<file path="src/sv/lpc_pkg.sv">
// Shared types, register codes and the CORDIC arctangent table for the
// laser polar-to-Cartesian projector. Depends on nothing.
`default_nettype none

package lpc_pkg;

  // Fixed field widths
  localparam int BEAM_INDEX_W = 12;
  localparam int RANGE_W      = 16;
  localparam int STRENGTH_W   = 16;
  localparam int ANGLE_W      = 24;
  localparam int RESIDUE_W    = 22;
  localparam int COORD_W      = 17;
  localparam int TRIG_W       = 17;
  localparam int CX_W         = 18;   // CORDIC x / y width
  localparam int CZ_W         = 25;   // CORDIC residual angle width
  localparam int TABLE_LEN    = 24;

  // Configuration port
  localparam int CFG_INDEX_W = 8;
  localparam int CFG_DATA_W  = 24;
  localparam logic [CFG_INDEX_W-1:0] REG_MIN_RANGE   = 8'd0;
  localparam logic [CFG_INDEX_W-1:0] REG_MAX_RANGE   = 8'd1;
  localparam logic [CFG_INDEX_W-1:0] REG_START_ANGLE = 8'd2;
  localparam logic [CFG_INDEX_W-1:0] REG_ANGLE_STEP  = 8'd3;

  // Gain-compensated CORDIC start value, 0.60725 in Q15
  localparam logic signed [CX_W-1:0] CORDIC_X0 = 18'sd19898;
  // Trig saturation bound, 1.0 in Q15
  localparam logic signed [CX_W-1:0] TRIG_ONE  = 18'sd32768;

  // Configuration register set
  typedef struct packed {
    logic [RANGE_W-1:0] min_range_mm;
    logic [RANGE_W-1:0] max_range_mm;
    logic [ANGLE_W-1:0] start_angle;
    logic [ANGLE_W-1:0] angle_step;
  } lpc_cfg_t;

  // Per-item data that rides along the pipeline
  typedef struct packed {
    logic                  in_win;
    logic [1:0]            quad;
    logic [RANGE_W-1:0]    range_mm;
    logic [STRENGTH_W-1:0] strength;
  } beam_side_t;

  // One finished point
  typedef struct packed {
    logic                  valid;
    logic [STRENGTH_W-1:0] strength;
    logic [COORD_W-1:0]    y;
    logic [COORD_W-1:0]    x;
  } point_t;

  // atan(2^-k) in 2^-24 turn, rounded to nearest
  function automatic logic [RESIDUE_W-1:0] atan_turn(input int unsigned k);
    logic [RESIDUE_W-1:0] v;
    case (k)
      0:       v = 22'd2097152;
      1:       v = 22'd1238021;
      2:       v = 22'd654136;
      3:       v = 22'd332050;
      4:       v = 22'd166669;
      5:       v = 22'd83416;
      6:       v = 22'd41718;
      7:       v = 22'd20860;
      8:       v = 22'd10430;
      9:       v = 22'd5215;
      10:      v = 22'd2608;
      11:      v = 22'd1304;
      12:      v = 22'd652;
      13:      v = 22'd326;
      14:      v = 22'd163;
      15:      v = 22'd81;
      16:      v = 22'd41;
      17:      v = 22'd20;
      18:      v = 22'd10;
      19:      v = 22'd5;
      20:      v = 22'd3;
      21:      v = 22'd1;
      22:      v = 22'd1;
      default: v = 22'd0;
    endcase
    return v;
  endfunction

endpackage

`default_nettype wire

</file>
<file path="src/sv/lpc_scale.sv">
// Quadrant fold and saturation, range multiply, round to millimetres.
// Three register stages; invalid beams leave as all-zero points. Uses lpc_pkg.
`default_nettype none

module lpc_scale (
  input  wire logic                       clk,
  input  wire logic                       rst,
  input  wire logic                       en,
  input  wire logic                       in_valid,
  input  wire logic signed [lpc_pkg::CX_W-1:0] cos_q,
  input  wire logic signed [lpc_pkg::CX_W-1:0] sin_q,
  input  wire lpc_pkg::beam_side_t        in_side,
  output logic                            out_valid,
  output lpc_pkg::point_t                 out_point
);
  import lpc_pkg::*;

  localparam int PROD_W = RANGE_W + TRIG_W + 1;

  logic signed [CX_W-1:0]   c_full;
  logic signed [CX_W-1:0]   s_full;
  logic signed [CX_W-1:0]   c_sat;
  logic signed [CX_W-1:0]   s_sat;
  logic                     q_valid;
  logic signed [TRIG_W-1:0] q_cos;
  logic signed [TRIG_W-1:0] q_sin;
  beam_side_t               q_side;
  logic signed [PROD_W-1:0] px_full;
  logic signed [PROD_W-1:0] py_full;
  logic                     m_valid;
  logic signed [PROD_W-1:0] m_px;
  logic signed [PROD_W-1:0] m_py;
  beam_side_t               m_side;
  logic signed [PROD_W-1:0] rx;
  logic signed [PROD_W-1:0] ry;

  // Rotate first-quadrant result into the beam's quadrant
  always_comb begin
    case (in_side.quad)
      2'd0: begin
        c_full = cos_q;
        s_full = sin_q;
      end
      2'd1: begin
        c_full = -sin_q;
        s_full = cos_q;
      end
      2'd2: begin
        c_full = -cos_q;
        s_full = -sin_q;
      end
      default: begin
        c_full = sin_q;
        s_full = -cos_q;
      end
    endcase
    c_sat = (c_full > TRIG_ONE) ? TRIG_ONE : ((c_full < -TRIG_ONE) ? -TRIG_ONE : c_full);
    s_sat = (s_full > TRIG_ONE) ? TRIG_ONE : ((s_full < -TRIG_ONE) ? -TRIG_ONE : s_full);
  end

  // Range times trig, 17 x 17 signed
  assign px_full = $signed({1'b0, q_side.range_mm}) * q_cos;
  assign py_full = $signed({1'b0, q_side.range_mm}) * q_sin;

  // Round half up, drop 15 fraction bits
  assign rx = (m_px + $signed(PROD_W'(16384))) >>> 15;
  assign ry = (m_py + $signed(PROD_W'(16384))) >>> 15;

  always_ff @(posedge clk) begin
    if (rst) begin
      q_valid   <= 1'b0;
      m_valid   <= 1'b0;
      out_valid <= 1'b0;
    end else if (en) begin
      q_valid   <= in_valid;
      m_valid   <= q_valid;
      out_valid <= m_valid;
    end
  end

  always_ff @(posedge clk) begin
    if (en) begin
      q_cos  <= c_sat[TRIG_W-1:0];
      q_sin  <= s_sat[TRIG_W-1:0];
      q_side <= in_side;
      m_px   <= px_full;
      m_py   <= py_full;
      m_side <= q_side;
      if (m_side.in_win) begin
        out_point.valid    <= 1'b1;
        out_point.strength <= m_side.strength;
        out_point.x        <= rx[COORD_W-1:0];
        out_point.y        <= ry[COORD_W-1:0];
      end else begin
        out_point <= '0;
      end
    end
  end

endmodule

`default_nettype wire

</file>
<file path="config.mk">
export PLATFORM = sky130hd
export DESIGN_NAME = lpc_scale
export DESIGN_NICKNAME = d
export VERILOG_FILES = /design/src/sv/lpc_pkg.sv /design/src/sv/lpc_scale.sv
export SDC_FILE = /design/constraint.sdc
export NUM_CORES = 2
export LEC_CHECK = 0
export ABC_CLOCK_PERIOD_IN_PS = 6450
export BUFFER_PORTS_ARGS = -buffer_cell sky130_fd_sc_hd__buf_4
export CORE_MARGIN = 2
export CORE_UTILIZATION = 45
export CTS_BUF_LIST = sky130_fd_sc_hd__clkbuf_4 sky130_fd_sc_hd__clkbuf_8 sky130_fd_sc_hd__clkbuf_16
export DETAILED_ROUTE_END_ITERATION = 12
export PLACE_DENSITY = 0.73
export SYNTH_ARGS = -nofsm -noshare
export SYNTH_HDL_FRONTEND = slang
export SYNTH_SLANG_ARGS = --single-unit
</file>
<file path="constraint.sdc">
create_clock -name clk -period 6.45 [get_ports clk]
set_input_delay 0.645 -clock clk [delete_from_list [all_inputs] [get_ports clk]]
set_output_delay 0.645 -clock clk [all_outputs]
set_load 0.05 [all_outputs]
</file>
Word level (Yosys, flattened, before mapping)
Cells that the tools add are included.

Add/sub/neg operators: 4. $mul: 2. Magnitude comparators: 4. Equality and inequality tests: 2. Mux-type cells: 5. Reduce and logical (&&, ||, !) cells: 3.

Operators with widths (number): 18-bit case mux with 3 select lines (2); 32-bit by 16-bit adder with 32-bit output, second input constant (2); 17-bit by 17-bit multiplier with 32-bit output (2); 51-bit two-way mux (1); 18-bit by 17-bit > comparator with 1-bit output, second input constant (2); 18-bit by 16-bit less-than comparator with 1-bit output, second input constant (2); 18-bit negator (2); 17-bit two-way mux (2); 2-bit OR reduction (2); 2-bit by 1-bit equality test with 1-bit output, second input constant (1); 2-bit equality test, second input constant (1); 2-bit zero test (1).

Register bits after elaboration: 202. Input port bits: 75. Output and inout bits: 52. Word-level logic and storage cells: 38.

Depth between registers and ports, before layout
Depth after elaboration: 4. Gate-level depth with buffers: 23. Gate-level depth less buffers: 22.

Worst setup path after synthesis
No wires, ideal clock.

Kind: register -> register. Start: reg q_sin[8]. End: reg m_py[24] (data pin). Library setup time: 258 ps. Arrival: 5885 ps. Data required time: 6192 ps. Path slack: 306 ps. Stages on the path, launching flop included: 23. Buffers on the path: 1. Period minus slack after synthesis: 6144 ps. Path through: edfxtp_1 clkbuf_1 nand2_1 fa_1 inv_1 fa_1 inv_1 fa_1 inv_1 fa_1 fa_1 inv_1 fa_1 inv_1 ha_1 o21ai_0 a2111oi_0 a21o_1 a21oi_1 a311oi_1 a21o_1 a21oi_1 xnor2_1.

Longest elaborated chain between the ends: 1.

RTL lines: start: declaration (RTL line lpc_scale.sv:26) `logic signed [TRIG_W-1:0] q_sin;`; start signal: assignment (RTL line lpc_scale.sv:84) `q_sin <= s_sat[TRIG_W-1:0];`; 17-bit by 17-bit multiplier with 32-bit output (RTL line lpc_scale.sv:63) `assign py_full = $signed({1'b0, q_side.range_mm}) * q_sin;`; named net py_full[24] (RTL line lpc_scale.sv:29) `logic signed [PROD_W-1:0] py_full;`; end signal: assignment (RTL line lpc_scale.sv:87) `m_py <= py_full;`; end: declaration (RTL line lpc_scale.sv:32) `logic signed [PROD_W-1:0] m_py;`.

The timed path passes the listed nets, and every way through them passes these cells. A chain may end at the register's enable or synchronous reset.

Final worst setup path
Start: reg q_sin[2]. End: reg m_py[24] (data pin).

The elaborated chain is that of the path after synthesis.

==> flow_summary_export.csv <==
group,metric,value,unit
sta,worstMarginPinSlew,0.968,ns
setup_path,r2r_end,"m_py[24]",
cts,clk_pin_slew_worst_paths,0.08,ns
setup_path,critPathTopFamily,"adder cells",
final_layout,area_growth,12.9,%
setup_path,worstPathMaxFanout,6,
worst_hold_path,hold-path-cell-count,2,
setup_path,max_stage_delay,0.61,ns
logic_synthesis,syn_inst,2669,
job,drv_cap,0,
floorplanning,fp-row-count,88,
route,drt_first_iter_violations,1358,
cts,cts_tree,"done",
logic_synthesis,synthMuxAreaShare,0.0261,
floorplanning,coreArea,0.0575,mm2
logic_synthesis,ys_ff_latch,174,
route,vias,18300,
route,detail_route.first_pass.iterations,6,
global_routing,grt-ovfl-total,0,
floorplanning,die-area,0.0599,mm2
cts,cts.htree.levels,4,
placed_design,dp_hpwl,46.1,mm
worst_hold_path,hp-class,"in2reg",
logic_synthesis,yosys.area.top_type,"fa_1",
route,via_per_inst,5.09,
sta,whs,0.338,ns
cts,clock_path_buffers,2,
route,drt_wl_total,58.3,mm
sta,slew_viol_final,0,
logic_synthesis,synthSimpleGateAreaFrac,0.172,
logic_synthesis,synthArstFlopShare,0,
setup_path,end_kind,"flop",
setup_path,crit_path_start_kind,"flop",
logic_synthesis,syn_area_per_cell,9.77,um2
logic_synthesis,synth_nets,3390,
sta,setup_viol,0,
setup_path,r2r_slack,0.22,ns
final_layout,final_common_cell,"inv_1",
placed_design,placedCellCount,3541,
logic_synthesis,synth_cell_types,68,
sta,hold_violations,0,
route,antenna_left,0,
logic_synthesis,synth_top_area_frac,0.319,
final_layout,layout-drive-gt1-share,0.119,
floorplanning,die_w,245,um
sta,setup_tns,0,ns
logic_synthesis,synth_edf_count,171,
route,drc_errors,0,
sta,finClkSkew,0.0189,ns
cts,clock-sinks,174,
logic_synthesis,synthAdderAreaFrac,0.430,
route,avgRoutedWirePerCell,16.2,um
logic_synthesis,synth_top_family_by_area,"adder cells",
global_routing,grt_pass1_wl,97.0,mm
global_routing,grt_max_degree,118,
logic_synthesis,synth_area_leaders,"fa_1, edfxtp_1, ha_1",
setup_path,worstReg2RegStart,"q_sin[2]",
global_routing,antenna_found_initial,2,
cts,cts_made_buffers,17,
sta,fin_crit_sh,0.965,
global_routing,grt_usage,0.205,
cts,root_buffer,"clkbuf_16",
final_layout,mostFrequentLayoutCells,"inv_1, fa_1, and2_1, nand2_1, buf_4",
sta,slew_headroom,0.355,
sta,fmax,161,MHz
setup_path,worst_path_most_repeated_cell,"fa_1",
status,run_status,"finished, final reports clean",
logic_synthesis,synth_warnings,0,
setup_path,crit_path_cell_trace,"and2_1 > fa_1 > inv_1 > fa_1 > fa_1 > inv_1 > ha_1 > fa_1 > fa_1 > ha_1 > and3_1 > buf_4 > a221o_1 > a41o_1 > a21oi_2 > a311oi_1 > buf_4 > a21o_1 > a21oi_1 > xnor2_1",
final_layout,num-nets-final,3534,
setup_path,crit_buf_inv,4,
sta,period_needed,6.23,ns
logic_synthesis,synth_area,0.0261,mm2
final_layout,stdcell_count,3592,
worst_hold_path,min_to,"out_valid",
setup_path,r2r_cells,20,
setup_path,critPathKind,"reg2reg",
worst_hold_path,hp-start,"rst",
logic_synthesis,synth_xor_area_frac,0.0255,
placed_design,io_buffers,126,
logic_synthesis,ys.flop_type,"edfxtp_1",
setup_path,crit_path_top_delay_cell,"fa_1",
cts,clk_latency,0.49,ns
floorplanning,initial_utilization,0.454,
placed_design,globalplace.congestion,0.896,
floorplanning,die_h,245,um
cts,holdBufCountCts,0,
logic_synthesis,yosysSeqAreaShare,0.199,
setup_path,required,6.68,ns
floorplanning,ios,127,
setup_path,arrival,6.45,ns
global_routing,grt_pass1_vias,19100,
logic_synthesis,synth_compound_area_frac,0.0458,
[per-layer routing]
metal,global-route usage,vias to the layer above,wire length [um]
li1,-,8571,-
met1,0.276,9069,25200
met2,0.333,560,27500
met3,0.0447,77,4210
met4,0.0579,0,1290
met5,0,-,0
[state kept, by name, indices dropped and copies added, names as in the netlist]
register	count
m_px	18
m_py	18
m_side	17
m_valid	1
out_point	51
out_valid	1
q_cos	17
q_side	33
q_sin	17
q_valid	1
[synthesized netlist by cell type, types with 4 or more instances]
library cell and n:
inv_1 588, fa_1 416, and2_1 353, nand2_1 258
ha_1 230, edfxtp_1 171, clkbuf_1 112, nor2_1 71
xnor2_1 55, a21oi_1 47, nand3_1 36, o21ai_0 36
nor2b_1 26, nand2b_1 23, mux4_2 22, xor2_1 21
nor3_1 20, and3_1 14, mux2i_1 13, a21o_1 11
nand4_1 11, nor4_1 11, o31ai_1 10, a211oi_1 9
o211ai_1 9, or3_1 8, a2111oi_0 5, a21boi_0 5
and4_1 4, o41ai_1 4, or2_2 4
[metrics by stage]
step	area, um2	utilization	setup slack [ns]
detailed placement	28500	0.495	-0.0750
global placement	28500	0.495	-0.0108
floorplan	26100	-	0.306
finish	29400	0.512	0.224
global route	29400	0.512	-0.0172
CTS	29100	0.506	0.0270
[how the worst max path moves through the flow]
stage | start | end | slack [ns] | depth (start not counted)
floorplan | q_sin[8] | m_py[24] | 0.31 | 22
global placement | q_sin[3] | m_py[31] | -0.01 | 21
detailed placement | q_sin[5] | m_py[30] | -0.08 | 21
CTS | q_sin[7] | m_py[31] | 0.03 | 22
global route | q_side[25] | m_py[31] | -0.02 | 24
finish | q_sin[2] | m_py[24] | 0.22 | 20
[final cells by class]
cell class | instances | area, um2
clock inverter | 15 | 148
timing repair buffer | 243 | 2070
sequential | 174 | 5190
multi-input combinational | 1789 | 18400
tap | 765 | 957
fill | 5235 | 28000
inverter | 588 | 2210
antenna | 1 | 2.50
clock buffer | 17 | 425
[logic make-up (layout without fill, tap and decap cells)]
family                     count (synthesis)  after routing
AOI/OAI and AO/OA                        176            176
muxes                                     39             39
and+or+nand+nor                          852            852
adders and majority gates                646            646
DFF                                      174            174
buffers and inverters                    706            863
other                                      0              1
xor gates and xnor gates                  76             76
[worst reg2reg max path, cell delays in order (launching register included)]
cell and delay (ns):
edfxtp_1 0.48, and2_1 0.23, fa_1 0.61, inv_1 0.08
fa_1 0.50, fa_1 0.52, inv_1 0.04, ha_1 0.30
fa_1 0.51, fa_1 0.46, ha_1 0.34, and3_1 0.20
buf_4 0.14, a221o_1 0.31, a41o_1 0.33, a21oi_2 0.21
a311oi_1 0.10, buf_4 0.16, a21o_1 0.19, a21oi_1 0.18
xnor2_1 0.07
[what timing repair did]
action,CTS,global route
pin swaps,0,12
resized for setup,3,35
buffers inserted,3,14
gates cloned,0,1
endpoints found under the setup margin,5,13
Power is not shown: default switching activity piles up to over one toggle a cycle in this logic, so the estimate is an artifact.
