File: src/sv/lpc_pkg.sv
// Shared types, register codes and the CORDIC arctangent table for the
// laser polar-to-Cartesian projector. Depends on nothing.
`default_nettype none

package lpc_pkg;

  // Fixed field widths
  localparam int BEAM_INDEX_W = 12;
  localparam int RANGE_W      = 16;
  localparam int STRENGTH_W   = 16;
  localparam int ANGLE_W      = 24;
  localparam int RESIDUE_W    = 22;
  localparam int COORD_W      = 17;
  localparam int TRIG_W       = 17;
  localparam int CX_W         = 18;   // CORDIC x / y width
  localparam int CZ_W         = 25;   // CORDIC residual angle width
  localparam int TABLE_LEN    = 24;

  // Configuration port
  localparam int CFG_INDEX_W = 8;
  localparam int CFG_DATA_W  = 24;
  localparam logic [CFG_INDEX_W-1:0] REG_MIN_RANGE   = 8'd0;
  localparam logic [CFG_INDEX_W-1:0] REG_MAX_RANGE   = 8'd1;
  localparam logic [CFG_INDEX_W-1:0] REG_START_ANGLE = 8'd2;
  localparam logic [CFG_INDEX_W-1:0] REG_ANGLE_STEP  = 8'd3;

  // Gain-compensated CORDIC start value, 0.60725 in Q15
  localparam logic signed [CX_W-1:0] CORDIC_X0 = 18'sd19898;
  // Trig saturation bound, 1.0 in Q15
  localparam logic signed [CX_W-1:0] TRIG_ONE  = 18'sd32768;

  // Configuration register set
  typedef struct packed {
    logic [RANGE_W-1:0] min_range_mm;
    logic [RANGE_W-1:0] max_range_mm;
    logic [ANGLE_W-1:0] start_angle;
    logic [ANGLE_W-1:0] angle_step;
  } lpc_cfg_t;

  // Per-item data that rides along the pipeline
  typedef struct packed {
    logic                  in_win;
    logic [1:0]            quad;
    logic [RANGE_W-1:0]    range_mm;
    logic [STRENGTH_W-1:0] strength;
  } beam_side_t;

  // One finished point
  typedef struct packed {
    logic                  valid;
    logic [STRENGTH_W-1:0] strength;
    logic [COORD_W-1:0]    y;
    logic [COORD_W-1:0]    x;
  } point_t;

  // atan(2^-k) in 2^-24 turn, rounded to nearest
  function automatic logic [RESIDUE_W-1:0] atan_turn(input int unsigned k);
    logic [RESIDUE_W-1:0] v;
    case (k)
      0:       v = 22'd2097152;
      1:       v = 22'd1238021;
      2:       v = 22'd654136;
      3:       v = 22'd332050;
      4:       v = 22'd166669;
      5:       v = 22'd83416;
      6:       v = 22'd41718;
      7:       v = 22'd20860;
      8:       v = 22'd10430;
      9:       v = 22'd5215;
      10:      v = 22'd2608;
      11:      v = 22'd1304;
      12:      v = 22'd652;
      13:      v = 22'd326;
      14:      v = 22'd163;
      15:      v = 22'd81;
      16:      v = 22'd41;
      17:      v = 22'd20;
      18:      v = 22'd10;
      19:      v = 22'd5;
      20:      v = 22'd3;
      21:      v = 22'd1;
      22:      v = 22'd1;
      default: v = 22'd0;
    endcase
    return v;
  endfunction

endpackage

`default_nettype wire

File: src/sv/lpc_cordic.sv
// Pipelined rotation-mode CORDIC, one iteration per register stage.
// Gives cos / sin of a first-quadrant residue in Q15. Uses lpc_pkg.
`default_nettype none

module lpc_cordic #(
  parameter int STAGES = 16
) (
  input  wire logic                     clk,
  input  wire logic                     rst,
  input  wire logic                     en,
  input  wire logic                     in_valid,
  input  wire logic [lpc_pkg::RESIDUE_W-1:0] residue,
  input  wire lpc_pkg::beam_side_t      in_side,
  output logic                          out_valid,
  output logic signed [lpc_pkg::CX_W-1:0] cos_q,
  output logic signed [lpc_pkg::CX_W-1:0] sin_q,
  output lpc_pkg::beam_side_t           out_side
);
  import lpc_pkg::*;

  logic                   vs [0:STAGES];
  logic signed [CX_W-1:0] xs [0:STAGES];
  logic signed [CX_W-1:0] ys [0:STAGES];
  logic signed [CZ_W-1:0] zs [0:STAGES];
  beam_side_t             ss [0:STAGES];

  assign vs[0] = in_valid;
  assign xs[0] = CORDIC_X0;
  assign ys[0] = '0;
  assign zs[0] = $signed({{(CZ_W-RESIDUE_W){1'b0}}, residue});
  assign ss[0] = in_side;

  genvar k;
  generate
    for (k = 0; k < STAGES; k++) begin : g_stage
      localparam logic signed [CZ_W-1:0] ATAN_K =
        $signed({{(CZ_W-RESIDUE_W){1'b0}}, atan_turn(k)});

      always_ff @(posedge clk) begin
        if (rst) begin
          vs[k+1] <= 1'b0;
        end else if (en) begin
          vs[k+1] <= vs[k];
        end
      end

      // Rotate toward zero residual angle
      always_ff @(posedge clk) begin
        if (en) begin
          ss[k+1] <= ss[k];
          if (!zs[k][CZ_W-1]) begin
            xs[k+1] <= xs[k] - (ys[k] >>> k);
            ys[k+1] <= ys[k] + (xs[k] >>> k);
            zs[k+1] <= zs[k] - ATAN_K;
          end else begin
            xs[k+1] <= xs[k] + (ys[k] >>> k);
            ys[k+1] <= ys[k] - (xs[k] >>> k);
            zs[k+1] <= zs[k] + ATAN_K;
          end
        end
      end
    end
  endgenerate

  assign out_valid = vs[STAGES];
  assign cos_q     = xs[STAGES];
  assign sin_q     = ys[STAGES];
  assign out_side  = ss[STAGES];

endmodule

`default_nettype wire

File: config.mk
export PLATFORM = sky130hd
export DESIGN_NAME = lpc_cordic
export DESIGN_NICKNAME = d
export VERILOG_FILES = /design/src/sv/lpc_pkg.sv /design/src/sv/lpc_cordic.sv
export SDC_FILE = /design/constraint.sdc
export NUM_CORES = 2
export LEC_CHECK = 0
export BUFFER_PORTS_ARGS = -buffer_cell sky130_fd_sc_hd__buf_2
export CAP_MARGIN = 20
export CORE_MARGIN = 10
export CORE_UTILIZATION = 55
export CTS_CLUSTER_SIZE = 8
export DETAILED_ROUTE_END_ITERATION = 16
export PLACE_DENSITY = 0.8
export SLEW_MARGIN = 20
export SYNTH_ARGS = -nofsm -noshare
export SYNTH_HDL_FRONTEND = slang
export SYNTH_SLANG_ARGS = --single-unit
File: constraint.sdc
create_clock -name clk -period 5.3 [get_ports clk]
set_input_delay 0.265 -clock clk [delete_from_list [all_inputs] [get_ports clk]]
set_output_delay 0.265 -clock clk [all_outputs]
set_load 0.05 [all_outputs]
# --- Yosys cells after proc, flatten, opt, wreduce, memory -nomap -nowiden ---
# Index checks and enable logic that the tools add are counted.
# Widths: inputs -> output; s select.
totals:
  regBits: 1485
  inputBits: 61
  out_inout_bits: 72
  elab_cells: 254
op_classes:
  n_addsub: 85
  mux: 44
op_table:
  columns: ["cell", "n"]
  rows:
  - ["$mux 18", 28]
  - ["$mux 25", 14]
  - ["$add 18x10->18", 2]
  - ["$add 18x11->18", 2]
  - ["$add 18x12->18", 2]
  - ["$add 18x13->18", 2]
  - ["$add 18x14->18", 2]
  - ["$add 18x15->18", 2]
  - ["$add 18x3->18", 2]
  - ["$add 18x4->18", 2]
  - ["$add 18x5->18", 2]
  - ["$add 18x6->18", 2]
  - ["$add 18x7->18", 2]
  - ["$add 18x8->18", 2]
  - ["$add 18x9->18", 2]
  - ["$sub 18x10->18", 2]
  - ["$sub 18x11->18", 2]
  - ["$sub 18x12->18", 2]
  - ["$sub 18x13->18", 2]
  - ["$sub 18x14->18", 2]
  - ["$sub 18x15->18", 2]
  - ["$sub 18x3->18", 2]
  - ["$sub 18x4->18", 2]
  - ["$sub 18x5->18", 2]
  - ["other kinds (36)", 43]

# --- Logic depth before layout (Yosys ltp) ---
depth:
  depth_word: 2
  depth_mapped: 16
  depth_no_buf: 16

# --- Least setup slack after synthesis ---
# OpenSTA, ideal clock, no wires.
synth_path:
  path_kind: "flip-flop to flip-flop"
  from: "register zs[99] in the netlist's numbering"
  to: "register ys[52] in the netlist's numbering (data pin)"
  setup_time_ns: 0.266
  arrival_time_ns: 3.417
  t_required_ns: 5.034
  setup_slack_ns: 1.617
  path_stages_with_launch: 14
  n_path_buf: 2
  period_less_slack_ns: 3.683
  path_cell_list: "edfxtp_1 -> clkbuf_1 -> inv_1 -> clkbuf_1 -> a21oi_1 -> ha_1 -> a21o_1 -> a21o_1 -> a21o_1 -> and2_1 -> nor4_1 -> nor2_1 -> o41ai_1 -> xnor2_1"
synth_between:
  elab_chain_cells: 1
synth_rtl:
  columns: ["element", "line_no", "text"]
  rows:
  - ["from (decl)", "lpc_cordic.sv:24", "logic signed [CZ_W-1:0] zs [0:STAGES];"]
  - ["from (signal, indexed assignment)", "lpc_cordic.sv:54", "zs[k+1] <= zs[k] - ATAN_K;"]
  - ["from (signal, indexed assignment)", "lpc_cordic.sv:58", "zs[k+1] <= zs[k] + ATAN_K;"]
  - ["$mux 18", "lpc_cordic.sv:51", "if (!zs[k][CZ_W-1]) begin"]
  - ["to (signal, indexed assignment)", "lpc_cordic.sv:53", "ys[k+1] <= ys[k] + (xs[k] >>> k);"]
  - ["to (signal, indexed assignment)", "lpc_cordic.sv:57", "ys[k+1] <= ys[k] - (xs[k] >>> k);"]
  - ["to (decl)", "lpc_cordic.sv:23", "logic signed [CX_W-1:0] ys [0:STAGES];"]
# No other way between the ends.
# A chain may end at the register's enable or synchronous reset.

# --- Final worst setup path ---
layout_path:
  from: "register zs[124] in the netlist's numbering"
  to: "register xs[71] in the netlist's numbering (data pin)"
layout_between:
  elab_chain_cells: 1
layout_rtl:
  columns: ["element", "line_no", "text"]
  rows:
  - ["$mux 18", "lpc_cordic.sv:51", null]
  - ["to (signal, indexed assignment)", "lpc_cordic.sv:52", "xs[k+1] <= xs[k] - (ys[k] >>> k);"]
  - ["to (signal, indexed assignment)", "lpc_cordic.sv:56", "xs[k+1] <= xs[k] + (ys[k] >>> k);"]
  - ["to (decl)", "lpc_cordic.sv:22", "logic signed [CX_W-1:0] xs [0:STAGES];"]
# No other way between the ends.

==> qor.log <==
[outcome] run status finished, final reports clean
[route] DRC violations left 0
[sta] total setup violations reported at the end of the flow 0
[logic_synthesis] part of the Yosys area used for sequential elements 51.9%
[route] Detailed Route Iter0 Violations 3020
[sta] number of slew-limit violations in the final report 0
[clock_network] clk sink count 1422
[clock_network] clk root buf sky130_fd_sc_hd__clkbuf_16
[grt] number of global-route vias before repair 53200
[place] Placed Cells incl. Taps 8895
[place] worst setup slack after placement 1.13 ns
[sta] min cycle time layout 4.31 ns
[sta] post-route worst hold slack 0.111 ns
[grt] overall global routing resource usage 18.6%
[logic_synthesis] post-synthesis sequential element count 1422
[floorplanning] Initial Utilization 55.4%
[floorplanning] floorplan die area 165000 um2
[final_layout] synthesis-to-finish area growth 10.8%
[sta] post-layout worst setup margin 0.990 ns
[logic_synthesis] mean area per synthesized cell 11.8 um2
[route] drt wl/cell 17.0 um
[route] number of detailed-routing iterations run before antenna repair 6
[route] detailed-route vias per instance 5.75
[grt] total congestion overflow 0
[logic_synthesis] EDFF count, synth 1406
[sta] actual transition at the worst max-transition pin 1.19 ns
[logic_synthesis] number of standard cells after synthesis 6936
[floorplanning] floorplan core area 148000 um2
[critical_path] launching element type of the critical path register
[critical_path] CP Capture Type register
[sta] part of the cycle the worst path needs 81.3%
[place] detailed placer's ending HPWL 112000 um
[logic_synthesis] yosys synthesis warning count 0
[clock_network] number of CTS-inserted buffers 197
[critical_path] Max Fanout on Critical Path 30
[clock_network] H-tree levels 4
[clock_network] source-to-sink clock delay at the later pin of the worst-skew pair 0.87 ns
[route] met2 wire len 79000 um
[sta] post-route clock skew 0.0950 ns
[place] input/output buffers 132
[sta] post-route setup TNS 0 ns
[critical_path] class of the most critical setup path register to register
[logic_synthesis] distinct cell type count of the synthesized netlist 86
[route] routed wire length 156000 um
[logic_synthesis] async set-or-reset flop fraction in the synthesized netlist 0%
[final_layout] nets 8135
[final_layout] ratio of cells with drive above 1 in the final layout 6.46%
[clock_network] largest buffer count on any clock path 3
[floorplanning] x dimension of the die 406 um
[final_layout] post-route insts no fill 9202
[sta] f_max 0.232 GHz
[route] sum of met3 wire segment lengths after detailed routing 6290 um
[sta] Relative slew margins 20.9%
[floorplanning] Top Ports 133
[route] remaining number of nets flagged by the antenna check after routing 0
[critical_path] CP arrival 4.84 ns
[logic_synthesis] net count of the mapped netlist 7846
[final_layout] top library cells by usage in the layout, fill and taps aside sky130_fd_sc_hd__edfxtp_1, sky130_fd_sc_hd__ha_1, sky130_fd_sc_hd__a21oi_1, sky130_fd_sc_hd__xnor2_1, sky130_fd_sc_hd__nor2_1
[grt] global-route wire length before repair 257000 um
[min_path] HP Class input port to register
[route] total number of vias 52900
[sta] number of hold-slack violations in the final timing report 0
[logic_synthesis] prevailing post-synth register cell sky130_fd_sc_hd__edfxtp_1
[clock_network] postcts setup bufs 0
[sta] setup repair after global routing missed its margin false
[floorplanning] height of the die 406 um
[clock_network] TritonCTS clock tree built
[logic_synthesis] Cell Area, Synth 82000 um2
[place] routability congestion estimate 0.900
[route] wire length on met1 64400 um
[route] Max Used Layer met4
[critical_path] critical path data required time 5.83 ns
[run] max-capacitance violation count 0
[final_layout] leading cell type in the layout, fill and taps excluded sky130_fd_sc_hd__edfxtp_1
[floorplanning] placement row count 141
[clock_network] clock edge transition at the registers on the reported setup and hold paths 0.05 ns
[grt] antenna violations before repair 1
[grt] pin count of the biggest net entering global routing 202
[per-layer routing]
| layer | up-vias | global-route usage, % |
|---|---|---|
| li1 | 26400 | - |
| met1 | 24900 | 21.8 |
| met2 | 1161 | 33.6 |
| met3 | 379 | 2.77 |
| met4 | 0 | 8.57 |
| met5 | - | 0 |
[metrics by stage]
step                      instance area, um2  util [%]
after floorplan                        82000         -
after global placement                 84700      57.2
after detailed placement               84700      57.2
after CTS                              90800      61.4
after global routing                   90800      61.4
final                                  90800      61.4
[cells in the mapped netlist, types with 16 or more instances]
| cell type | number | area [um2] |
|---|---|---|
| sky130_fd_sc_hd__a2111oi_0 | 25 | 219 |
| sky130_fd_sc_hd__edfxtp_1 | 1406 | 42200 |
| sky130_fd_sc_hd__o21a_1 | 94 | 706 |
| sky130_fd_sc_hd__o31ai_1 | 29 | 218 |
| sky130_fd_sc_hd__a31oi_1 | 66 | 413 |
| sky130_fd_sc_hd__xor2_1 | 230 | 2010 |
| sky130_fd_sc_hd__o21bai_1 | 96 | 721 |
| sky130_fd_sc_hd__dfxtp_1 | 16 | 320 |
| sky130_fd_sc_hd__inv_1 | 401 | 1510 |
| sky130_fd_sc_hd__buf_4 | 71 | 533 |
| sky130_fd_sc_hd__mux2i_1 | 50 | 500 |
| sky130_fd_sc_hd__clkbuf_1 | 66 | 248 |
| sky130_fd_sc_hd__a21o_1 | 282 | 2120 |
| sky130_fd_sc_hd__nor3b_1 | 18 | 135 |
| sky130_fd_sc_hd__nor2b_1 | 78 | 488 |
| sky130_fd_sc_hd__ha_1 | 810 | 10100 |
| sky130_fd_sc_hd__a211oi_1 | 54 | 405 |
| sky130_fd_sc_hd__a211o_1 | 17 | 149 |
| sky130_fd_sc_hd__fa_1 | 39 | 781 |
| sky130_fd_sc_hd__o211ai_1 | 34 | 255 |
| sky130_fd_sc_hd__nand2_1 | 278 | 1040 |
| sky130_fd_sc_hd__nand2b_1 | 61 | 382 |
| sky130_fd_sc_hd__nor4_1 | 20 | 125 |
| sky130_fd_sc_hd__nand4_1 | 49 | 307 |
| sky130_fd_sc_hd__nand3_1 | 96 | 480 |
| sky130_fd_sc_hd__or3_1 | 32 | 200 |
| sky130_fd_sc_hd__nor3_1 | 150 | 751 |
| sky130_fd_sc_hd__a21boi_0 | 27 | 203 |
| sky130_fd_sc_hd__a31o_2 | 32 | 280 |
| sky130_fd_sc_hd__mux2_2 | 16 | 180 |
| sky130_fd_sc_hd__o21ai_0 | 330 | 1650 |
| sky130_fd_sc_hd__and2_1 | 22 | 138 |
| sky130_fd_sc_hd__nor2_1 | 470 | 1760 |
| sky130_fd_sc_hd__a21oi_1 | 620 | 3100 |
| sky130_fd_sc_hd__xnor2_1 | 575 | 5040 |
| sky130_fd_sc_hd__and3_1 | 41 | 257 |
[area by class of cell]
type	count	area [um2]
clock buffer	225	5030
timing repair buffer	237	1700
multi-input combinational	4964	37100
tap	1930	2410
inverter	403	1510
fill	11200	57200
clock inverter	20	497
antenna	1	2.50
sequential	1422	42500
[critical path, stage by stage (launching register included)]
cell                       delay [ns]
sky130_fd_sc_hd__edfxtp_1        0.84
sky130_fd_sc_hd__inv_1           0.69
sky130_fd_sc_hd__nor2_1          0.40
sky130_fd_sc_hd__a21oi_1         0.12
sky130_fd_sc_hd__ha_1            0.42
sky130_fd_sc_hd__a21o_1          0.22
sky130_fd_sc_hd__a21o_1          0.18
sky130_fd_sc_hd__a21o_1          0.18
sky130_fd_sc_hd__a21o_1          0.19
sky130_fd_sc_hd__a31o_2          0.22
sky130_fd_sc_hd__a41oi_1         0.33
sky130_fd_sc_hd__nand4b_1        0.16
sky130_fd_sc_hd__nand3_1         0.07
[worst paths after layout]
kind | cells after the start | slack, ns | to | start
setup / recovery | 12 | 0.99 | xs[71] | zs[124]
hold / removal | 2 | 0.11 | zs[375] | residue[0]
setup reg to reg | 12 | 0.99 | xs[71] | zs[124]
hold reg to reg | 0 | 0.37 | ss[343] | ss[378]
[sequential cells by signal, indices dropped and copies added, names as in the netlist]
signal,cells
cos_q,18
out_side,35
out_valid,1
sin_q,18
ss,525
vs,15
xs,232
ys,230
zs,348
[cell families (layout without fill, tap and decap cells)]
logic type | count (synthesis) | in the layout | share of synthesized area (%)
flops | 1422 | 1422 | 51.9
fa+ha+maj | 849 | 849 | 13.3
other cells | 0 | 1 | 0
buf+inv | 550 | 885 | 2.84
mux | 66 | 66 | 0.830
simple gates | 1375 | 1375 | 7.99
xor+xnor | 805 | 805 | 8.60
compound gates | 1869 | 1869 | 14.5
[timing repair]
item                                    4_1_cts  5_1_grt
hold endpoints to repair                    100        0
resized for setup                             0        0
hold buffers                                 61        0
endpoints found under the setup margin        0        0
Power is not shown: default switching activity piles up to over one toggle a cycle in this logic, so the estimate is an artifact.
