--- src/sv/lpc_pkg.sv ---
// Shared types, register codes and the CORDIC arctangent table for the
// laser polar-to-Cartesian projector. Depends on nothing.
`default_nettype none

package lpc_pkg;

  // Fixed field widths
  localparam int BEAM_INDEX_W = 12;
  localparam int RANGE_W      = 16;
  localparam int STRENGTH_W   = 16;
  localparam int ANGLE_W      = 24;
  localparam int RESIDUE_W    = 22;
  localparam int COORD_W      = 17;
  localparam int TRIG_W       = 17;
  localparam int CX_W         = 18;   // CORDIC x / y width
  localparam int CZ_W         = 25;   // CORDIC residual angle width
  localparam int TABLE_LEN    = 24;

  // Configuration port
  localparam int CFG_INDEX_W = 8;
  localparam int CFG_DATA_W  = 24;
  localparam logic [CFG_INDEX_W-1:0] REG_MIN_RANGE   = 8'd0;
  localparam logic [CFG_INDEX_W-1:0] REG_MAX_RANGE   = 8'd1;
  localparam logic [CFG_INDEX_W-1:0] REG_START_ANGLE = 8'd2;
  localparam logic [CFG_INDEX_W-1:0] REG_ANGLE_STEP  = 8'd3;

  // Gain-compensated CORDIC start value, 0.60725 in Q15
  localparam logic signed [CX_W-1:0] CORDIC_X0 = 18'sd19898;
  // Trig saturation bound, 1.0 in Q15
  localparam logic signed [CX_W-1:0] TRIG_ONE  = 18'sd32768;

  // Configuration register set
  typedef struct packed {
    logic [RANGE_W-1:0] min_range_mm;
    logic [RANGE_W-1:0] max_range_mm;
    logic [ANGLE_W-1:0] start_angle;
    logic [ANGLE_W-1:0] angle_step;
  } lpc_cfg_t;

  // Per-item data that rides along the pipeline
  typedef struct packed {
    logic                  in_win;
    logic [1:0]            quad;
    logic [RANGE_W-1:0]    range_mm;
    logic [STRENGTH_W-1:0] strength;
  } beam_side_t;

  // One finished point
  typedef struct packed {
    logic                  valid;
    logic [STRENGTH_W-1:0] strength;
    logic [COORD_W-1:0]    y;
    logic [COORD_W-1:0]    x;
  } point_t;

  // atan(2^-k) in 2^-24 turn, rounded to nearest
  function automatic logic [RESIDUE_W-1:0] atan_turn(input int unsigned k);
    logic [RESIDUE_W-1:0] v;
    case (k)
      0:       v = 22'd2097152;
      1:       v = 22'd1238021;
      2:       v = 22'd654136;
      3:       v = 22'd332050;
      4:       v = 22'd166669;
      5:       v = 22'd83416;
      6:       v = 22'd41718;
      7:       v = 22'd20860;
      8:       v = 22'd10430;
      9:       v = 22'd5215;
      10:      v = 22'd2608;
      11:      v = 22'd1304;
      12:      v = 22'd652;
      13:      v = 22'd326;
      14:      v = 22'd163;
      15:      v = 22'd81;
      16:      v = 22'd41;
      17:      v = 22'd20;
      18:      v = 22'd10;
      19:      v = 22'd5;
      20:      v = 22'd3;
      21:      v = 22'd1;
      22:      v = 22'd1;
      default: v = 22'd0;
    endcase
    return v;
  endfunction

endpackage

`default_nettype wire

--- src/sv/lpc_out_buf.sv ---
// Output register with a one-item skid slot. Its registered enable stalls
// the whole pipeline only once both slots are full. Uses lpc_pkg.
`default_nettype none

module lpc_out_buf (
  input  wire logic            clk,
  input  wire logic            rst,
  input  wire logic            in_valid,
  input  wire lpc_pkg::point_t in_point,
  output logic                 en,
  output logic                 out_valid,
  output lpc_pkg::point_t      out_point,
  input  wire logic            out_ready
);
  import lpc_pkg::*;

  logic   skid_valid;
  point_t skid_point;
  logic   take;

  assign en   = !skid_valid;
  assign take = in_valid && en;

  // Control
  always_ff @(posedge clk) begin
    if (rst) begin
      out_valid  <= 1'b0;
      skid_valid <= 1'b0;
    end else if (!out_valid || out_ready) begin
      if (skid_valid) begin
        out_valid  <= 1'b1;
        skid_valid <= 1'b0;
      end else begin
        out_valid <= take;
      end
    end else if (take) begin
      skid_valid <= 1'b1;
    end
  end

  // Data
  always_ff @(posedge clk) begin
    if (!out_valid || out_ready) begin
      out_point <= skid_valid ? skid_point : in_point;
    end else if (take) begin
      skid_point <= in_point;
    end
  end

endmodule

`default_nettype wire

--- config.mk ---
export PLATFORM = sky130hd
export DESIGN_NAME = lpc_out_buf
export DESIGN_NICKNAME = d
export VERILOG_FILES = /design/src/sv/lpc_pkg.sv /design/src/sv/lpc_out_buf.sv
export SDC_FILE = /design/constraint.sdc
export NUM_CORES = 1
export LEC_CHECK = 0
export CORE_ASPECT_RATIO = 0.6
export CORE_MARGIN = 2
export CORE_UTILIZATION = 40
export CTS_BUF_LIST = sky130_fd_sc_hd__clkbuf_4
export DETAILED_ROUTE_END_ITERATION = 16
export DONT_BUFFER_PORTS = 1
export PLACE_DENSITY = 0.66
export SLEW_MARGIN = 20
export SYNTH_ARGS = -nofsm -noshare
export SYNTH_HDL_FRONTEND = slang
export SYNTH_SLANG_ARGS = --single-unit
--- constraint.sdc ---
create_clock -name clk -period 9.1 [get_ports clk]
set_clock_uncertainty 0.05 [all_clocks]
set_input_delay 1.82 -clock clk [delete_from_list [all_inputs] [get_ports clk]]
set_output_delay 1.82 -clock clk [all_outputs]
set_load 0.1 [all_outputs]
== Word-level counts from Yosys, hierarchy flattened ==
Cells that the tools add are included.

* Register bits after elaboration: 104
* Word-level logic and storage cells: 19
* Output and inout bits: 53

* Reductions and logical operators: 6
* Bitwise operators: 1
* Multiplexer cells: 2

{| class="wikitable"
|+ Operators by type and width
! kind !! count
|-
| 51-bit 2-to-1 mux || 1
|-
| 1-bit zero test || 2
|-
| 2-bit AND reduction || 1
|-
| 2-bit OR reduction || 1
|-
| 1-bit logical AND || 1
|-
| 1-bit logical OR || 1
|-
| 1-bit 2-to-1 mux || 1
|-
| 1-bit inverter || 1
|}

== Longest topological paths before layout ==
Gate-level depths: netlist of run 1.

* Word-level depth: 4
* Mapped depth: 4

== Worst setup path after synthesis of run 1 ==
OpenSTA, ideal clock, no wires.

* Kind: in2reg
* Start: input port out_ready
* End: register skid_point[0] (netlist bit) (enable)
* Setup time: 0.533 ns
* Setup slack: 1.570 ns
* Arrival: 6.947 ns
* Buffers on the path: 0
* Stages on the path: 2
* Path through: nand2b_1 > nor3b_1

* Cells in the longest elaborated chain, start to end: 3

{| class="wikitable"
|+ RTL lines
! item !! RTL line !! source
|-
| start, declared || lpc_out_buf.sv:13 || <nowiki>input wire logic out_ready</nowiki>
|-
| 1-bit logical OR || lpc_out_buf.sv:43 || <nowiki>if (!out_valid || out_ready) begin</nowiki>
|-
| 1-bit inverter (no line) || n/a ||
|-
| 2-bit AND reduction (no line) || n/a ||
|-
| end signal, assigned || lpc_out_buf.sv:46 || <nowiki>skid_point <= in_point;</nowiki>
|-
| end, declared || lpc_out_buf.sv:18 || <nowiki>point_t skid_point;</nowiki>
|}

Every way passes these cells.
A chain may end at the register's enable or synchronous reset.

== Final worst setup path of run 1 ==
* Start: register skid_valid
* End: output port en

* Cells in the longest elaborated chain, start to end: 1

{| class="wikitable"
|+ RTL lines
! item !! RTL line !! source
|-
| start, declared || lpc_out_buf.sv:17 || <nowiki>logic skid_valid;</nowiki>
|-
| start signal, assigned || lpc_out_buf.sv:28 || <nowiki>skid_valid <= 1'b0;</nowiki>
|-
| start signal, assigned || lpc_out_buf.sv:32 || <nowiki>skid_valid <= 1'b0;</nowiki>
|-
| start signal, assigned || lpc_out_buf.sv:37 || <nowiki>skid_valid <= 1'b1;</nowiki>
|-
| 1-bit zero test || lpc_out_buf.sv:21 || <nowiki>assign en = !skid_valid;</nowiki>
|-
| end, declared || lpc_out_buf.sv:10 || <nowiki>output logic en,</nowiki>
|}

Every way passes these cells.

==> results of run 1 <==
cell families after synthesis:
kind of cell / count (synthesis) / synth area share (%)
AOI/OAI and AO/OA: 1 / 0.125
DFF: 104 / 77.7
and+or+nand+nor: 4 / 0.564
muxes: 51 / 18.8
buffers and inverters: 7 / 2.76
power by group through the flow:
| stage | clock (µW) | sequential, µW | combinational, µW |
|---|---|---|---|
| floorplan | 0 | 703 | 30.6 |
| global placement | 0 | 708 | 30.8 |
| detailed placement | 0 | 708 | 31.6 |
| CTS | 234 | 698 | 31.3 |
| global route | 253 | 700 | 33.4 |
| finish | 223 | 697 | 30.6 |
routing by layer:
layer  global-route usage, %  routed length [µm]  vias up
met1                    13.2                2400      683
met5                       0                   0        -
met4                    3.87                  46        0
li1                        -                   -      672
met2                    15.3                2430       81
met3                    8.86                 857        5
stage by stage:
| step | power [µW] | setup WS, ns | utilization [%] |
|---|---|---|---|
| detailed placement | 740 | 5.47 | 41.7 |
| floorplan | 734 | 1.57 | - |
| CTS | 963 | 4.99 | 43.1 |
| finish | 950 | 5.08 | 43.1 |
| global placement | 739 | 5.49 | 41.7 |
| global route | 987 | 4.90 | 43.1 |
flip-flops by register name (all words and copies together) (netlist names):
| register | count |
|---|---|
| out_point | 51 |
| out_valid | 1 |
| skid_point | 51 |
| skid_valid | 1 |
path summary, 6_finish.rpt:
check | startpoint | endpoint | slack [ns] | cells past startpoint
max | skid_valid$_SDFFE_PP0P_ | en | 5.08 | 1
min | skid_point[35]$_DFFE_PP_ | out_point[35]$_DFFE_PP_ | 0.50 | 1
max reg2reg | out_valid$_SDFFE_PP0P_ | skid_point[13]$_DFFE_PP_ | 6.43 | 4
min reg2reg | skid_point[35]$_DFFE_PP_ | out_point[35]$_DFFE_PP_ | 0.50 | 1
cells in the final DEF (no fill, tap or decap), types with 2 or more instances in the layout:
cell type  instances
mux2_2             4
clkbuf_4          11
clkinv_1           2
clkinv_2           2
buf_4              2
mux2_4            47
edfxtp_1         102
cell type report:
class	instances	area, µm²
well taps	135	169
multi-input cells	56	786
clock inverters	5	47.5
clock buffers	11	82.6
flip-flops and latches	104	3110
repair buffers	2	15.0
fillers	838	5560
inverters	1	3.75
==> impl_metrics.csv, run 1 <==
group,metric,value,unit
status,status,"complete, no violations",
pwr,p_leak,0.00144,µW
setup_path,start_kind,"register",
synthesis,yosys-top-cells-count,"102 x edfxtp_1, 47 x mux2_4, 4 x buf_12, 4 x mux2_2, 2 x dfxtp_1",
pwr,p_sw,289,µW
route,firstDrtPassIters,4,
setup_path,cp_max_fo,54,
timing,hold_violations,0,
route,ant_nets,0,
setup_path,worst-path-buf-inv,1,
cts,clock_latency,0.43,ns
timing,fin_crit,4.02,ns
setup_path,critPathSlowestCell,"dfxtp_4",
die,initial_utilization,40.8,%
synthesis,ys.flop_type,"edfxtp_1",
route,drt-initial-drc-count,46,
cts,cts_setup_buffers,0,
route,num_vias,1441,
timing,setup_viol,0,
timing,worst_slew_pin_slew,0.974,ns
grt,grt_overflow,0,
setup_path,end_kind,"output pin",
synthesis,syn_avg_cell_area,23.9,µm²
cts,cts_buffer_depth,2,
die,io_pins,108,
setup_path,crit_family,"flip-flops",
route,routed_wl,5730,µm
worst_hold_path,hp-class,"reg2reg",
synthesis,synth_area_leader_cell,"edfxtp_1",
cts,cts.sinks,104,
synthesis,syn_inst,167,
finish,drive_gt1_share,39.1,%
grt,grt_pass1_wl,8670,µm
timing,timing.setup.tns,0,ns
die,coreArea,9770,µm²
setup_path,critPathKind,"reg2out",
cts,holdBufCountCts,0,
synthesis,synth_cell_types,13,
grt,antenna_found_initial,0,
die,die_w,133,µm
place,dp_cells,298,
timing,fmax,0.249,GHz
setup_path,slowest_delay,1.02,ns
finish,antennaDiodeCount,0,
timing,relSlewSlack,35.0,%
route,wl_per_cell,18.3,µm
place,portBuffers,0,
die,rows,28,
route,drcViolationCount,0,
timing,slew_violations,0,
synthesis,synth_edf_count,102,
setup_path,arrival,2.15,ns
job,cap_violations,0,
cts,cts_tree,"done",
die,dieHeight,81.4,µm
finish,design_area,4210,µm²
pwr,power.internal,661,µW
finish,instances_no_fill,314,
synthesis,synthMostInstantiatedCell,"edfxtp_1",
place,place_area,4080,µm²
timing,fin_crit_sh,44.2,%
synthesis,synth-seq-area-share,77.7,%
setup_path,path_cells,"inv_1",
cts,numCtsBuffers,9,
pwr,cellPowerDensity,226,nW/µm²
route,vias_per_cell,4.59,
finish,fin_nets,229,
pwr,pwr-share-comb,3.2,%
die,dieArea,10800,µm²
synthesis,yosys_register_bits,104,
pwr,swShare,30.4,%
setup_path,crit_required,7.23,ns
timing,holdWs,0.499,ns
finish,syn_to_final_growth,5.49,%
cts,htreeDepth,3,
pwr,seqPwrFrac,73.3,%
synthesis,syn_area,3990,µm²
grt,grt_pass1_vias,1516,
synthesis,synth_top_area_share,76.7,%
synthesis,ys_top_cells_by_area,"edfxtp_1 77%, mux2_4 18%, buf_12 2.0%",
pwr,ir_worst_vdd,0.0000976,V
grt,gr-usage-all-layers,11.2,%
place,gp_congestion,0.670,
grt,grt_max_degree,55,
synthesis,yosys_warnings,0,
cts,clk_pin_slew,0.15,ns
timing,rsz0062_at_grt,"no",
cts,clock-root-buffer,"clkbuf_4",
synthesis,syn_nets,222,
synthesis,ys_async_sr_fraction,0,%
cts,cts_resized,0,
pwr,power_frac_clock,23.4,%
Note: power is estimated with default switching activity, not from simulation.
==> inputs of run 2 (changes only) <==
--- a/config.mk
+++ b/config.mk
@@ -5,13 +5,14 @@
 export SDC_FILE = /design/constraint.sdc
 export NUM_CORES = 1
 export LEC_CHECK = 0
+export ABC_AREA = 1
 export CORE_ASPECT_RATIO = 0.6
 export CORE_MARGIN = 2
 export CORE_UTILIZATION = 40
 export CTS_BUF_LIST = sky130_fd_sc_hd__clkbuf_4
 export DETAILED_ROUTE_END_ITERATION = 16
 export DONT_BUFFER_PORTS = 1
-export PLACE_DENSITY = 0.66
+export PLACE_DENSITY = 0.68
 export SLEW_MARGIN = 20
 export SYNTH_ARGS = -nofsm -noshare
 export SYNTH_HDL_FRONTEND = slang
==> constraint.sdc (replaced) <==
create_clock -name clk -period 3.3 [get_ports clk]
set_clock_uncertainty 0.05 [all_clocks]
set_input_delay 0.66 -clock clk [delete_from_list [all_inputs] [get_ports clk]]
set_output_delay 0.66 -clock clk [all_outputs]
set_load 0.1 [all_outputs]
==> run 2 against run 1 <==
  * Synthesized area down 3.3%
  * Combinational power rose to 2.9 times the previous value
  * Flip-flop and latch count unchanged
  * Synthesized cell count up 67%
  * Critical path type unchanged
  * Highest routed layer unchanged
==> impl_metrics.csv, run 2 <==
group,metric,value,unit
setup_path,crit_required,2.59,ns
job,cap_violations,0,
timing,relSlewSlack,38.1,%
cts,cts_resized,0,
timing,rsz0062_at_grt,"no",
synthesis,yosys-top-cells-count,"147 x nand2_1, 102 x edfxtp_1, 9 x nand2_2",
finish,drive_gt1_share,11.5,%
grt,grt_pass1_vias,1860,
setup_path,cp_max_fo,1,
die,dieHeight,80.1,µm
setup_path,r2r-start,"skid_valid$_SDFFE_PP0P_",
grt,grt_pass1_wl,10100,µm
route,drt-initial-drc-count,86,
timing,timing.setup.tns,0,ns
die,initial_utilization,41.5,%
setup_path,reg2reg_depth,4,
route,drcViolationCount,0,
setup_path,r2r_slack,1.17,ns
synthesis,syn_area,3860,µm²
timing,setup_viol,0,
timing,hold_violations,0,
synthesis,syn_inst,279,
synthesis,synth_top_area_share,79.4,%
status,status,"complete, no violations",
cts,clock_latency,0.44,ns
worst_hold_path,hp-start,"in_point[9]",
synthesis,ys.flop_type,"edfxtp_1",
cts,htreeDepth,3,
pwr,ir_worst_vdd,0.000311,V
setup_path,critPathKind,"reg2out",
setup_path,start_kind,"register",
finish,fillers,834,
setup_path,r2r-end,"skid_point[46]$_DFFE_PP_",
timing,worst_slew_pin_slew,0.931,ns
pwr,cellPowerDensity,683,nW/µm²
synthesis,syn_nets,334,
cts,cts.sinks,104,
timing,fin_crit,2.15,ns
cts,cts_tree,"done",
route,firstDrtPassIters,4,
timing,fin_crit_sh,65.3,%
die,rows,27,
route,vias_per_cell,4.58,
pwr,pwr-share-comb,3.1,%
grt,gr-usage-met1,15.5,%
synthesis,ys_async_sr_fraction,0,%
cts,cts_setup_buffers,0,
synthesis,synth_cell_types,12,
synthesis,synth-seq-area-share,80.4,%
synthesis,yosys_warnings,0,
grt,grt_use_met3,9.19,%
setup_path,end_kind,"output pin",
finish,fin_nets,338,
synthesis,synth_area_leader_cell,"edfxtp_1",
place,dpl.hpwl,4250,µm
place,gp_congestion,0.723,
cts,numCtsBuffers,9,
pwr,seqPwrFrac,69.2,%
cts,cts_buffer_depth,2,
finish,mostFrequentLayoutCell,"nand2_1",
timing,holdWs,0.244,ns
synthesis,syn_avg_cell_area,13.8,µm²
finish,largestRegisters,"out_point x51, skid_point x51",
pwr,swShare,31.1,%
setup_path,arrival,1.44,ns
pwr,power_frac_clock,27.7,%
finish,design_area,4150,µm²
pwr,p_sw,881,µW
pwr,p_leak,0.00159,µW
grt,use_met2,19.5,%
finish,antennaDiodeCount,0,
die,io_pins,108,
setup_path,startpoint,"out_point[16]$_DFFE_PP_",
grt,grt-busiest-layer,"met2",
die,dieArea,10500,µm²
grt,antenna_found_initial,0,
worst_hold_path,holdPathStages,0,
synthesis,synthMostInstantiatedCell,"nand2_1",
cts,holdBufCountCts,0,
route,routed_wl,6500,µm
grt,gr-usage-all-layers,13.3,%
worst_hold_path,hp-class,"in2reg",
die,die_w,131,µm
finish,mostFrequentLayoutCells,"146 x nand2_1, 102 x edfxtp_1, 10 x nand2_2, 10 x clkbuf_4",
route,num_vias,1915,
grt,grt_overflow,0,
finish,syn_to_final_growth,7.52,%
synthesis,ys_top_cells_by_area,"edfxtp_1 79%, nand2_1 14%, buf_6 1.5%",
synthesis,synth_edf_count,102,
synthesis,yosys_register_bits,104,
route,wl_per_cell,15.6,µm
timing,slew_violations,0,
timing,fmax,0.464,GHz
die,coreArea,9290,µm²
route,ant_nets,0,
cts,clk_pin_slew,0.15,ns
pwr,power.internal,1950,µW
grt,grt_max_degree,54,
place,portBuffers,0,
place,place_area,3970,µm²
worst_hold_path,min_to,"skid_point[9]$_DFFE_PP_",
cts,clock-root-buffer,"clkbuf_4",
==> run 2: layer usage <==
metal  routed length [µm]  part of all wire [%]  vias up
li1                     -                     -      944
met5                    0                     0        -
met1                 2780                    43      880
met2                 2770                    43       81
met3                  872                    13       10
met4                   82                   1.3        0
==> run 2: metrics by stage <==
stage | utilization, % | worst slack [ns] | total power, µW | cells
4_1_cts | 44.7 | 1.10 | 2870 | 418
2_1_floorplan | - | 0.0738 | 2050 | 279
5_1_grt | 44.7 | 0.998 | 2930 | 418
3_3_place_gp | 42.7 | 1.18 | 2080 | 402
6_report | 44.7 | 1.15 | 2830 | 418
3_5_place_dp | 42.7 | 1.16 | 2080 | 402
==> run 2: cell type report <==
class | instances | area [µm²] | share of cell area (%)
Multi-Input combinational cell | 161 | 639 | 15.4
Inverter | 3 | 18.8 | 0.452
Timing Repair Buffer | 4 | 42.5 | 1.03
Sequential cell | 104 | 3100 | 74.8
Clock buffer | 10 | 75.1 | 1.81
Tap cell | 130 | 163 | 3.92
Clock inverter | 6 | 108 | 2.59
==> run 2: worst max path at each step <==
stage,to,cells after the start,slack (ns)
floorplan,skid_point[0]$_DFFE_PP_,2,0.07
global placement,skid_point[3]$_DFFE_PP_,4,1.18
detailed placement,skid_point[3]$_DFFE_PP_,4,1.16
CTS,out_point[13],0,1.10
global route,skid_point[44]$_DFFE_PP_,4,1.0
finish,out_point[16],0,1.15
==> run 2: power by group through the flow <==
stage | clock, µW | combinational, µW | sequential [µW]
final | 785 | 88.6 | 1960
after detailed placement | 0 | 92.0 | 1990
after global routing | 860 | 103 | 1970
after global placement | 0 | 88.2 | 1990
after floorplan | 0 | 66.8 | 1990
after CTS | 813 | 91.2 | 1960
==> run 2: logic make-up after synthesis <==
kind of cell / share of synthesized area (%)
buffers and inverters: 3.31
AO/OA/AOI/OAI: 0.130
flip-flops: 80.4
AND/OR/NAND/NOR: 16.2
